==> config.mk <==
export PLATFORM = sky130hd
export DESIGN_NAME = circular_deque_top_flat
export DESIGN_NICKNAME = d
export VERILOG_FILES = /design/src/sv/cdq_pkg.sv /design/src/sv/cdq_req_if.sv /design/src/sv/cdq_rsp_if.sv /design/src/sv/cdq_ram.sv /design/src/sv/cdq_ctrl.sv /design/src/sv/circular_deque_top.sv /design/src/flat_wrapper.sv
export SDC_FILE = /design/constraint.sdc
export NUM_CORES = 1
export LEC_CHECK = 0
export BUFFER_PORTS_ARGS = -buffer_cell sky130_fd_sc_hd__buf_2
export CAP_MARGIN = 10
export CORE_MARGIN = 5
export CORE_UTILIZATION = 50
export CTS_BUF_LIST = sky130_fd_sc_hd__clkbuf_16
export DETAILED_ROUTE_END_ITERATION = 12
export GPL_TIMING_DRIVEN = 0
export PLACE_DENSITY = 0.67
export SLEW_MARGIN = 0
export SYNTH_ARGS = -nofsm -noshare
export SYNTH_HDL_FRONTEND = slang
export SYNTH_SLANG_ARGS = --single-unit
export TNS_END_PERCENT = 30
==> constraint.sdc <==
create_clock -name i_clk -period 13.4 [get_ports i_clk]
set_clock_uncertainty 0.15 [all_clocks]
set_input_delay 2.68 -clock i_clk [delete_from_list [all_inputs] [get_ports i_clk]]
set_output_delay 2.68 -clock i_clk [all_outputs]
set_load 0.005 [all_outputs]
==> src/sv/cdq_pkg.sv <==
// Package for the circular deque: sizes, codes, RAM command type and helpers.
`default_nettype none
package cdq_pkg;

    // Store geometry
    localparam int DEPTH     = 8;
    localparam int WORD_BITS = 32;
    localparam int IDX_W     = (DEPTH > 1) ? $clog2(DEPTH) : 1;
    localparam int CNT_W     = $clog2(DEPTH + 1);

    // Field widths of the channels
    localparam int VAL_W = 32;

    typedef logic [IDX_W-1:0]     t_idx;
    typedef logic [CNT_W-1:0]     t_cnt;
    typedef logic [WORD_BITS-1:0] t_word;

    typedef enum logic [1:0] {
        REQ_PUSH_FRONT = 2'd0,
        REQ_PUSH_BACK  = 2'd1,
        REQ_POP_FRONT  = 2'd2,
        REQ_POP_BACK   = 2'd3
    } t_req_type;

    typedef enum logic [1:0] {
        STAT_OK        = 2'd0,
        STAT_OVERFLOW  = 2'd1,
        STAT_UNDERFLOW = 2'd2
    } t_status;

    // Command from the controller to the entry RAM
    typedef struct packed {
        logic  we;
        t_idx  waddr;
        t_word wdata;
        logic  re;
        t_idx  raddr;
    } t_ram_cmd;

    localparam t_idx IDX_LAST  = t_idx'(DEPTH - 1);
    localparam t_cnt CNT_DEPTH = t_cnt'(DEPTH);

    // Index one step up, wrapping at the end of the store
    function automatic t_idx idx_up(input t_idx i);
        return (i >= IDX_LAST) ? '0 : t_idx'(i + 1'b1);
    endfunction

    // Index one step down, wrapping at the start of the store
    function automatic t_idx idx_down(input t_idx i);
        return (i == '0 || i > IDX_LAST) ? IDX_LAST : t_idx'(i - 1'b1);
    endfunction

    // Keep the low WORD_BITS bits of a push value
    function automatic t_word to_word(input logic [VAL_W-1:0] v);
        t_word w;
        w = '0;
        for (int i = 0; i < WORD_BITS && i < VAL_W; i++) begin
            w[i] = v[i];
        end
        return w;
    endfunction

    // Zero-extend or truncate a stored word to the pop value width
    function automatic logic [VAL_W-1:0] from_word(input t_word w);
        logic [VAL_W-1:0] v;
        v = '0;
        for (int i = 0; i < WORD_BITS && i < VAL_W; i++) begin
            v[i] = w[i];
        end
        return v;
    endfunction

endpackage
`default_nettype wire

==> src/sv/cdq_req_if.sv <==
// Request channel: request type and push word with valid/ready.
`default_nettype none
interface cdq_req_if;
    logic                                valid;
    logic                                ready;
    cdq_pkg::t_req_type                  req_type;
    logic signed [cdq_pkg::VAL_W-1:0]    push_value;

    modport source (output valid, output req_type, output push_value, input ready);
    modport sink   (input valid, input req_type, input push_value, output ready);
endinterface
`default_nettype wire

==> src/sv/cdq_rsp_if.sv <==
// Response channel: popped word, status and fill flags with valid/ready.
`default_nettype none
interface cdq_rsp_if;
    logic                                valid;
    logic                                ready;
    logic signed [cdq_pkg::VAL_W-1:0]    pop_value;
    cdq_pkg::t_status                    status;
    logic                                now_empty;
    logic                                now_full;

    modport source (output valid, output pop_value, output status,
                    output now_empty, output now_full, input ready);
    modport sink   (input valid, input pop_value, input status,
                    input now_empty, input now_full, output ready);
endinterface
`default_nettype wire

==> src/sv/cdq_ram.sv <==
// Generic single-port-write, single-port-read RAM with registered read data.
`default_nettype none
module cdq_ram #(
    parameter int DEPTH_P = 8,
    parameter int WIDTH_P = 32,
    parameter int AW_P    = (DEPTH_P > 1) ? $clog2(DEPTH_P) : 1
) (
    input  wire logic               i_clk,
    input  wire logic               i_we,
    input  wire logic [AW_P-1:0]    i_waddr,
    input  wire logic [WIDTH_P-1:0] i_wdata,
    input  wire logic               i_re,
    input  wire logic [AW_P-1:0]    i_raddr,
    output logic      [WIDTH_P-1:0] o_rdata
);

    logic [WIDTH_P-1:0] r_mem [DEPTH_P];
    logic [WIDTH_P-1:0] r_rdata;

    // Write port
    always_ff @(posedge i_clk) begin
        if (i_we) begin
            r_mem[i_waddr] <= i_wdata;
        end
    end

    // Read port, registered read data, holds between reads
    always_ff @(posedge i_clk) begin
        if (i_re) begin
            r_rdata <= r_mem[i_raddr];
        end
    end

    assign o_rdata = r_rdata;

endmodule
`default_nettype wire

==> src/sv/cdq_ctrl.sv <==
// Deque controller: head/tail/count registers, request decode, result register.
`default_nettype none
module cdq_ctrl (
    input  wire logic       i_clk,
    input  wire logic       i_rst_n,
    cdq_req_if.sink         i_req,
    cdq_rsp_if.source       o_rsp,
    output cdq_pkg::t_ram_cmd o_ram_cmd,
    input  wire cdq_pkg::t_word i_rd_data
);
    import cdq_pkg::*;

    typedef enum logic [1:0] {
        ST_IDLE = 2'b01,
        ST_POP  = 2'b10
    } t_state;

    t_state  r_state, n_state;
    t_idx    r_head, n_head;
    t_idx    r_tail, n_tail;
    t_cnt    r_count, n_count;
    logic    r_out_valid, n_out_valid;

    logic [VAL_W-1:0] r_pop_value, n_pop_value;
    t_status          r_status, n_status;
    logic             r_empty, n_empty;
    logic             r_full, n_full;

    t_ram_cmd ram_cmd;
    logic     req_fire;
    logic     is_full;
    logic     is_empty;
    logic     is_push;

    // Take a new item only when idle and the result slot frees up
    assign i_req.ready = r_state[0] && (!r_out_valid || o_rsp.ready);
    assign req_fire    = i_req.valid && i_req.ready;
    assign is_full     = (r_count >= CNT_DEPTH);
    assign is_empty    = (r_count == '0);
    assign is_push     = (i_req.req_type == REQ_PUSH_FRONT) ||
                         (i_req.req_type == REQ_PUSH_BACK);

    // Request decode and pointer update
    always_comb begin
        n_state     = r_state;
        n_head      = r_head;
        n_tail      = r_tail;
        n_count     = r_count;
        n_out_valid = r_out_valid;
        n_pop_value = r_pop_value;
        n_status    = r_status;
        n_empty     = r_empty;
        n_full      = r_full;
        ram_cmd     = '0;

        if (r_out_valid && o_rsp.ready) begin
            n_out_valid = 1'b0;
        end

        case (r_state)
            ST_IDLE: begin
                if (req_fire) begin
                    n_status    = STAT_OK;
                    n_pop_value = '0;
                    n_out_valid = 1'b1;
                    case (i_req.req_type)
                        REQ_PUSH_FRONT: begin
                            if (is_full) begin
                                n_status = STAT_OVERFLOW;
                            end else begin
                                n_head        = idx_down(r_head);
                                ram_cmd.we    = 1'b1;
                                ram_cmd.waddr = idx_down(r_head);
                                ram_cmd.wdata = to_word(i_req.push_value);
                                n_count       = t_cnt'(r_count + 1'b1);
                            end
                        end
                        REQ_PUSH_BACK: begin
                            if (is_full) begin
                                n_status = STAT_OVERFLOW;
                            end else begin
                                ram_cmd.we    = 1'b1;
                                ram_cmd.waddr = r_tail;
                                ram_cmd.wdata = to_word(i_req.push_value);
                                n_tail        = idx_up(r_tail);
                                n_count       = t_cnt'(r_count + 1'b1);
                            end
                        end
                        REQ_POP_FRONT: begin
                            if (is_empty) begin
                                n_status = STAT_UNDERFLOW;
                            end else begin
                                ram_cmd.re    = 1'b1;
                                ram_cmd.raddr = r_head;
                                n_head        = idx_up(r_head);
                                n_count       = t_cnt'(r_count - 1'b1);
                                n_out_valid   = 1'b0;
                                n_state       = ST_POP;
                            end
                        end
                        REQ_POP_BACK: begin
                            if (is_empty) begin
                                n_status = STAT_UNDERFLOW;
                            end else begin
                                ram_cmd.re    = 1'b1;
                                ram_cmd.raddr = idx_down(r_tail);
                                n_tail        = idx_down(r_tail);
                                n_count       = t_cnt'(r_count - 1'b1);
                                n_out_valid   = 1'b0;
                                n_state       = ST_POP;
                            end
                        end
                        default: begin
                            n_status = STAT_OK;
                        end
                    endcase
                    n_empty = (n_count == '0);
                    n_full  = (n_count >= CNT_DEPTH);
                end
            end
            ST_POP: begin
                // RAM read data is ready; result slot is free here
                n_pop_value = from_word(i_rd_data);
                n_out_valid = 1'b1;
                n_state     = ST_IDLE;
            end
            default: begin
                n_state = ST_IDLE;
            end
        endcase
    end

    // Control registers
    always_ff @(posedge i_clk) begin
        if (!i_rst_n) begin
            r_state     <= ST_IDLE;
            r_head      <= '0;
            r_tail      <= '0;
            r_count     <= '0;
            r_out_valid <= 1'b0;
        end else begin
            r_state     <= n_state;
            r_head      <= n_head;
            r_tail      <= n_tail;
            r_count     <= n_count;
            r_out_valid <= n_out_valid;
        end
    end

    // Result payload
    always_ff @(posedge i_clk) begin
        r_pop_value <= n_pop_value;
        r_status    <= n_status;
        r_empty     <= n_empty;
        r_full      <= n_full;
    end

    assign o_ram_cmd       = ram_cmd;
    assign o_rsp.valid     = r_out_valid;
    assign o_rsp.pop_value = r_pop_value;
    assign o_rsp.status    = r_status;
    assign o_rsp.now_empty = r_empty;
    assign o_rsp.now_full  = r_full;

    // Occupancy never exceeds the store
    a_count_range: assert property (@(posedge i_clk) disable iff (!i_rst_n)
        r_count <= CNT_DEPTH)
        else $error("occupancy above depth");

    // Empty or full deque has coinciding head and tail
    a_ptr_match: assert property (@(posedge i_clk) disable iff (!i_rst_n)
        (r_count == '0 || r_count == CNT_DEPTH) |-> (r_head == r_tail))
        else $error("head and tail disagree with occupancy");

    // A successful pop goes through the RAM read state
    a_pop_reads: assert property (@(posedge i_clk) disable iff (!i_rst_n)
        (req_fire && !is_push && !is_empty) |=> (r_state == ST_POP && !r_out_valid))
        else $error("pop did not wait for RAM data");

    // A push produces its result on the next cycle
    a_push_result: assert property (@(posedge i_clk) disable iff (!i_rst_n)
        (req_fire && is_push) |=> r_out_valid)
        else $error("push result missing");

endmodule
`default_nettype wire

==> src/sv/circular_deque_top.sv <==
// Top level of the circular deque: controller plus entry RAM.
//
//   channel  dir  handshake      payload
//   i_req    in   valid/ready    req_type[1:0], push_value[31:0]
//   o_rsp    out  valid/ready    pop_value[31:0], status[1:0], now_empty, now_full
//
// A push, or any rejected request, goes directly to the result register; a pop
// that succeeds first waits in the RAM read state for the registered RAM read data.
// Synchronous active-low reset clears head, tail and count; entries are not cleared.
// A result waits in the output register; a new item is taken in the cycle the
// result is taken, so o_rsp stalls throttle i_req directly.
`default_nettype none
module circular_deque_top (
    input  wire logic i_clk,
    input  wire logic i_rst_n,
    cdq_req_if.sink   i_req,
    cdq_rsp_if.source o_rsp
);
    import cdq_pkg::*;

    t_ram_cmd ram_cmd;
    t_word    rd_data;

    // Pointer and count control, result register
    cdq_ctrl u_ctrl (
        .i_clk     (i_clk),
        .i_rst_n   (i_rst_n),
        .i_req     (i_req),
        .o_rsp     (o_rsp),
        .o_ram_cmd (ram_cmd),
        .i_rd_data (rd_data)
    );

    // Entry store
    cdq_ram #(
        .DEPTH_P (DEPTH),
        .WIDTH_P (WORD_BITS),
        .AW_P    (IDX_W)
    ) u_ram (
        .i_clk   (i_clk),
        .i_we    (ram_cmd.we),
        .i_waddr (ram_cmd.waddr),
        .i_wdata (ram_cmd.wdata),
        .i_re    (ram_cmd.re),
        .i_raddr (ram_cmd.raddr),
        .o_rdata (rd_data)
    );

endmodule
`default_nettype wire
==> src/flat_wrapper.sv <==
// flat-port wrapper written by rule: the top's interface ports become plain ports
module circular_deque_top_flat import cdq_pkg::*;
  (i_clk, i_rst_n, i_req_valid, i_req_req_type, i_req_push_value, i_req_ready, o_rsp_valid, o_rsp_pop_value, o_rsp_status, o_rsp_now_empty, o_rsp_now_full, o_rsp_ready);
  cdq_req_if i_req_i ();
  cdq_rsp_if o_rsp_i ();
  input  wire logic i_clk;
  input  wire logic i_rst_n;
  input wire logic [$bits(i_req_i.valid)-1:0] i_req_valid;
  input wire logic [$bits(i_req_i.req_type)-1:0] i_req_req_type;
  input wire logic [$bits(i_req_i.push_value)-1:0] i_req_push_value;
  output wire logic [$bits(i_req_i.ready)-1:0] i_req_ready;
  output wire logic [$bits(o_rsp_i.valid)-1:0] o_rsp_valid;
  output wire logic [$bits(o_rsp_i.pop_value)-1:0] o_rsp_pop_value;
  output wire logic [$bits(o_rsp_i.status)-1:0] o_rsp_status;
  output wire logic [$bits(o_rsp_i.now_empty)-1:0] o_rsp_now_empty;
  output wire logic [$bits(o_rsp_i.now_full)-1:0] o_rsp_now_full;
  input wire logic [$bits(o_rsp_i.ready)-1:0] o_rsp_ready;
  assign i_req_i.valid = i_req_valid;
  assign i_req_i.req_type = i_req_req_type;
  assign i_req_i.push_value = i_req_push_value;
  assign i_req_ready = i_req_i.ready;
  assign o_rsp_valid = o_rsp_i.valid;
  assign o_rsp_pop_value = o_rsp_i.pop_value;
  assign o_rsp_status = o_rsp_i.status;
  assign o_rsp_now_empty = o_rsp_i.now_empty;
  assign o_rsp_now_full = o_rsp_i.now_full;
  assign o_rsp_i.ready = o_rsp_ready;
  circular_deque_top u_core (.i_clk(i_clk), .i_rst_n(i_rst_n), .i_req(i_req_i), .o_rsp(o_rsp_i));
endmodule
== Word level (Yosys, flattened, before mapping) ==
Memory sizes are Yosys's and may differ from the RTL's. A register that Yosys moved wholly into a read port is not among the register bits.
Index checks and enable logic that the tools add are counted.

* $add $sub $neg: 6
* $lt $le $gt $ge: 6
* Eq/ne operators: 10
* Mux-type cells: 35
* Bitwise logic cells: 1
* Reduce and logical (&&, ||, !) cells: 23

{| class="wikitable"
|+ Operators with widths
! cell !! number
|-
| $mux W40 || 2
|-
| $mux W36 || 2
|-
| $pmux W36 S2 || 1
|-
| $pmux W32 S2 || 1
|-
| $mux W32 || 1
|-
| $mux W3 || 8
|-
| $mux W4 || 6
|-
| $pmux W4 S2 || 2
|-
| $pmux W3 S2 || 2
|-
| $ne A2 B2 Y1 const B || 5
|-
| $reduce_and A5 Y1 || 2
|-
| $ge A4 B4 Y1 const B || 2
|-
| $logic_not A4 Y1 || 2
|-
| $mux W1 || 7
|-
| $add A3 B1 Y3 const B || 2
|-
| $eq A2 B2 Y1 const B || 3
|-
| $ge A3 B3 Y1 const B || 2
|-
| $gt A3 B3 Y1 const B || 2
|-
| $logic_not A3 Y1 || 2
|-
| $reduce_and A2 Y1 || 3
|-
| $reduce_bool A2 Y1 || 3
|-
| $sub A3 B1 Y3 const B || 2
|-
| $add A4 B1 Y4 const B || 1
|-
| $eq A2 B1 Y1 const B || 2
|-
| other kinds (11) || 16
|}

* Register bits: 49
* Memory bits (writable): 256
* Input port bits: 38
* Output and inout bits: 38
* Logic and storage cells: 91
* Memories kept: 1

{| class="wikitable"
|+ Memories
! memory !! words !! bits a word !! rd ports !! clocked after memory_dff !! wr ports !! RTL line !! source
|-
| u_core.u_ram.r_mem || 8 || 32 || 1 || 1 || 1 || cdq_ram.sv:17 || <nowiki>logic [WIDTH_P-1:0] r_mem [DEPTH_P];</nowiki>
|}

== Depth between registers and ports, before layout ==
* Word-level depth: 9
* Gate-level depth with buffers: 9
* Gate-level depth less buffers: 7

== By module ==
A second synthesis with hierarchy kept.

* Cells, all modules: 675
* Area, all modules: 13,432.9 um^2

{| class="wikitable"
|+ Modules (own cells, without submodules)
! module !! instances !! cells each !! area an instance (um^2) !! sequential area each (um^2)
|-
| cdq_ram || 1 || 415 || 10,786.6 || 8,648.3
|-
| cdq_ctrl || 1 || 260 || 2,646.3 || 1,341.3
|}

== Worst setup path after synthesis ==
OpenSTA, ideal clock, no wires.

* Kind: input to register
* Start: input port i_req_req_type[1]
* End: memory u_core.u_ram.r_mem[4][0] (enable)
* Setup time: 461 ps
* Data arrival time: 5,907 ps
* Data required time: 12,789 ps
* Slack: 6,882 ps
* Stages: 5
* Path buffers: 3
* Cell sequence: buf_2 buf_1 clkbuf_1 o21ai_0 nor3_1

* Word-level cells in the longest chain between the ends: 6
* Elaborated cells between the ends (all ways): 7
* Those cells by class: eq/ne (1); mux (5); reduce/logical (1)

{| class="wikitable"
|+ RTL lines
! element !! RTL line !! source
|-
| start, declared || flat_wrapper.sv:9 || <nowiki>input wire logic [$bits(i_req_i.req_type)-1:0] i_req_req_type;</nowiki>
|-
| $eq A2 B1 Y1 or $logic_not A2 Y1 (tied branches) || cdq_ctrl.sv:66 || <nowiki>case (i_req.req_type)</nowiki>
|-
| $pmux W36 S2 (*) || cdq_ctrl.sv:66 ||
|-
| $mux W40 (*) || cdq_ctrl.sv:62 || <nowiki>if (req_fire) begin</nowiki>
|-
| $mux W40 (*) || cdq_ctrl.sv:60 || <nowiki>case (r_state)</nowiki>
|-
| $mux W1 || cdq_ram.sv:22 || <nowiki>if (i_we) begin</nowiki>
|-
| $mux W1 (implied by the code) || cdq_ram.sv:23 || <nowiki>r_mem[i_waddr] <= i_wdata;</nowiki>
|-
| end, declared || cdq_ram.sv:17 ||
|}

Mark *: on every way between the ends. The rest lies on a longest branch, timed or not.

== Worst setup path in the final report ==
* Start: input port o_rsp_ready
* End: output port i_req_ready

* Word-level cells in the longest chain between the ends: 2

{| class="wikitable"
|+ RTL lines
! element !! RTL line !! source
|-
| start, declared || flat_wrapper.sv:17 || <nowiki>input wire logic [$bits(o_rsp_i.ready)-1:0] o_rsp_ready;</nowiki>
|-
| $logic_or A1 B1 Y1 || cdq_ctrl.sv:36 || <nowiki>assign i_req.ready = r_state[0] && (!r_out_valid || o_rsp.ready);</nowiki>
|-
| $logic_and A1 B1 Y1 || cdq_ctrl.sv:36 ||
|-
| end, declared || flat_wrapper.sv:11 || <nowiki>output wire logic [$bits(i_req_i.ready)-1:0] i_req_ready;</nowiki>
|}

No other way between the ends.

==> metrics.md <==
| Metric | Value |
|---|---|
| Total wire length | 40100 µm |
| Worst Hold End | u_core.u_ctrl.r_state[1]$_SDFFE_PN0P_ |
| Pwr Density | 176 nW/µm² |
| Post-synth top area share | 65.2% |
| Worst path arrival time | 3.28 ns |
| Status | finished clean |
| Ys flop type | edfxtp_1 |
| Core box area | between 20000 and 30000 µm² |
| Ports | 76 |
| Detailed Place HPWL | 26900 µm |
| Drt via density | 6.41 |
| Post-route design area | 17200 µm² |
| WS Path Type | input port to output pin |
| HP Class | flop to flop |
| CTS tree | done |
| Largest net degree at the start of global routing | 33 |
| Avg Cell Area, Syn | approximately 14 µm² |
| Reg-to-Reg End | u_core.u_ram.r_mem[4][22]$_DFFE_PP_ |
| Peak Freq | around 160 MHz |
| Wire per inst | ~25 µm |
| RSZ-0062 raised after global routing | no |
| Commonest non-fill, non-tap cell in the layout | edfxtp_1 |
| Startpoint types | input port |
| ANT cells | 0 |
| Initial antenna violation count | 0 |
| Yosys warns | 0 |
| RR Startpoint | u_core.u_ctrl.r_state[0]$_SDFFE_PN1P_ |
| Max Slew Vio Count | 0 |
| Sequential area share after synthesis | 66.9% |
| Drt pass-1 iters | 5 |
| Nets | 1253 |
| Clk sinks | 337 |
| Hold Startpoint | u_core.u_ctrl.r_state[1]$_SDFFE_PN0P_ |
| CP Data Required Time | around 11 ns |
| Period minus WS final | 6.11 ns |
| Number of global-route vias before repair | 10480 |
| EDFF count, synth | between 300 and 400 |
| Power consumption | 0.00303 W |
| Rows | 63 |
| Reg2reg path depth | 7 |
| Full die area | 33400 µm² |
| Setup WS pre-CTS | 7.13 ns |
| Commonest cells after routing, fill and taps aside | edfxtp_1 (324), a31oi_1 (132), clkbuf_1 (92), nor2_1 (79), buf_2 (77) |
| Share of cells above drive strength 1 | between 20% and 30% |
| Setup TNS after final layout | 0 ns |
| Number of setup violations in the final report | 0 |
| Max Cap Viol | 0 |
| P&R area growth vs syn | 15.4% |
| Post-CTS Setup Inserts | 0 |
| Synth unique cells | 57 |
| Synth area leaders | edfxtp_1 (65%), a31oi_1 (5.5%), o221ai_1 (3.8%) |
| Clk_lat worst skew | between 0.5 and 0.6 ns |
| Port Buf Inserts | 74 |
| Clk slew on worst S/H paths | roughly 0.06 ns |
| Vias | 10384 |
| Cells after Synth | approximately 1100 |
| Net Count, Synth | roughly 1100 |
| Drt initial violations | 1170 |
| DRC | 0 |
| Worst Path Max Fanout | 4 |
| Root Driver | clkbuf_16 |
| Synth area leader | edfxtp_1 |
| Maximum VDD drop | 0.0774 mV |
| Hold Violations, Final | 0 |
| Cts repair resizes | 0 |
| Reg-to-reg slack, setup | around 9.4 ns |
| Antenna-violating nets left | 0 |
| Hold Path Stages | 2 |
| Global route overflow | 0 |
| Syn Std Cell Area | about 15000 µm² |
| Global placement routability congestion | roughly 0.85 |
| Initial Util | 50.5% |
| First-pass GRT wire length | 60700 µm |
| Setup ws final | roughly 7.3 ns |
| Leak | 5.83 nW |
| Max-slew headroom | roughly a fifth |
| Async S/R FF share, synth | 0% |
| Final period util | 45.6% |
| Die height | ~180 µm |
| GRT Overall Usage | 23.5% |
| Die X-Extent | 183 µm |
| CP Capture Type | output pin |
| CTS H-tree lvls | 2 |
| Number of buffers on the longest clock path | 3 |
| Slew @ Worst Pin | 1.19 ns |
| Placed inst area | approximately 16000 µm² |
| # hold bufs at CTS | 0 |
| Flops & latches, synth | 337 |
| Num CTS Buffers | 36 |
## cells by family after synthesis
logic type,after synthesis,synth area share [%]
adders and majority gates,12,1.01
xor gates and xnor gates,3,0.176
AOI/OAI and AO/OA,265,13.0
DFF,337,66.9
muxes,69,5.88
and+or+nand+nor,264,9.60
buffers and inverters,123,3.42
## synth_stat cells, types with 3 or more instances
master	instances
buf_2	3
ha_1	12
o22ai_1	17
nor3_1	11
nand2b_1	3
clkbuf_1	92
nand2_1	9
mux2_2	34
nor2_1	83
o21ai_0	9
a21oi_1	8
nand3b_1	4
nand3_1	6
a31oi_1	132
mux2_1	4
buf_1	7
mux2i_1	3
buf_6	5
mux2_4	28
nor2b_1	3
inv_1	12
and2_1	66
nand4_1	65
edfxtp_1	324
o22ai_2	16
o221ai_1	64
dfxtp_1	13
## layout make-up
cell class	count	area (µm²)
buffer	109	458
clock buffer	37	926
clock inverter	27	200
fill	2346	12300
inverter	14	52.6
multi-input combinational	613	4490
sequential	337	9990
tap	390	488
timing repair buffer	92	624
## flip-flops by register name, summed over array words and instances (netlist names)
signal / cells
u_core.u_ctrl.o_rsp.now_empty: 1
u_core.u_ctrl.o_rsp.now_full: 1
u_core.u_ctrl.o_rsp.pop_value: 32
u_core.u_ctrl.o_rsp.status: 2
u_core.u_ctrl.o_rsp.valid: 1
u_core.u_ctrl.r_count: 4
u_core.u_ctrl.r_head: 3
u_core.u_ctrl.r_state: 2
u_core.u_ctrl.r_tail: 3
u_core.u_ram.o_rdata: 32
u_core.u_ram.r_mem: 256
## worst max-delay path, stage by stage
cell and delay [ns]:
buf_2 0.09, nand2b_1 0.19, and2_1 0.19, buf_2 0.13
## through the flow
stage	cells	hold WS, ns	utilization [%]
3_3_place_gp	1537	0.347	53.4
3_5_place_dp	1555	0.354	54.5
6_report	1619	0.365	58.3
4_1_cts	1619	0.366	58.3
2_1_floorplan	1073	0.313	-
5_1_grt	1619	0.385	58.3
## per-layer routing
metal | track usage, % | up-vias | part of all wire (%)
met1 | 31.6 | 5157 | 40
li1 | - | 4575 | -
met2 | 38.5 | 560 | 48
met5 | 0 | - | 0
met3 | 4.54 | 92 | 8.9
met4 | 8.34 | 0 | 3.2
## power by group
| part | internal, W | switching (W) |
|---|---|---|
| combinational | 0.000222 | 0.000527 |
| sequential | 0.00129 | 0.0000314 |
| clock | 0.000558 | 0.000398 |
| total | 0.00207 | 0.000957 |
## worst max-delay path by stage
stage	endpoint	slack, ns	from
2_1_floorplan	u_core.u_ram.r_mem[4][0]$_DFFE_PP_	6.88	i_req_req_type[1]
3_3_place_gp	u_core.u_ram.r_mem[1][18]$_DFFE_PP_	4.24	o_rsp_ready
3_5_place_dp	u_core.u_ram.r_mem[4][16]$_DFFE_PP_	7.13	o_rsp_ready
4_1_cts	i_req_ready	7.29	o_rsp_ready
5_1_grt	i_req_ready	7.28	o_rsp_ready
6_report	i_req_ready	7.29	o_rsp_ready
Note: power is estimated with default switching activity, not from simulation.
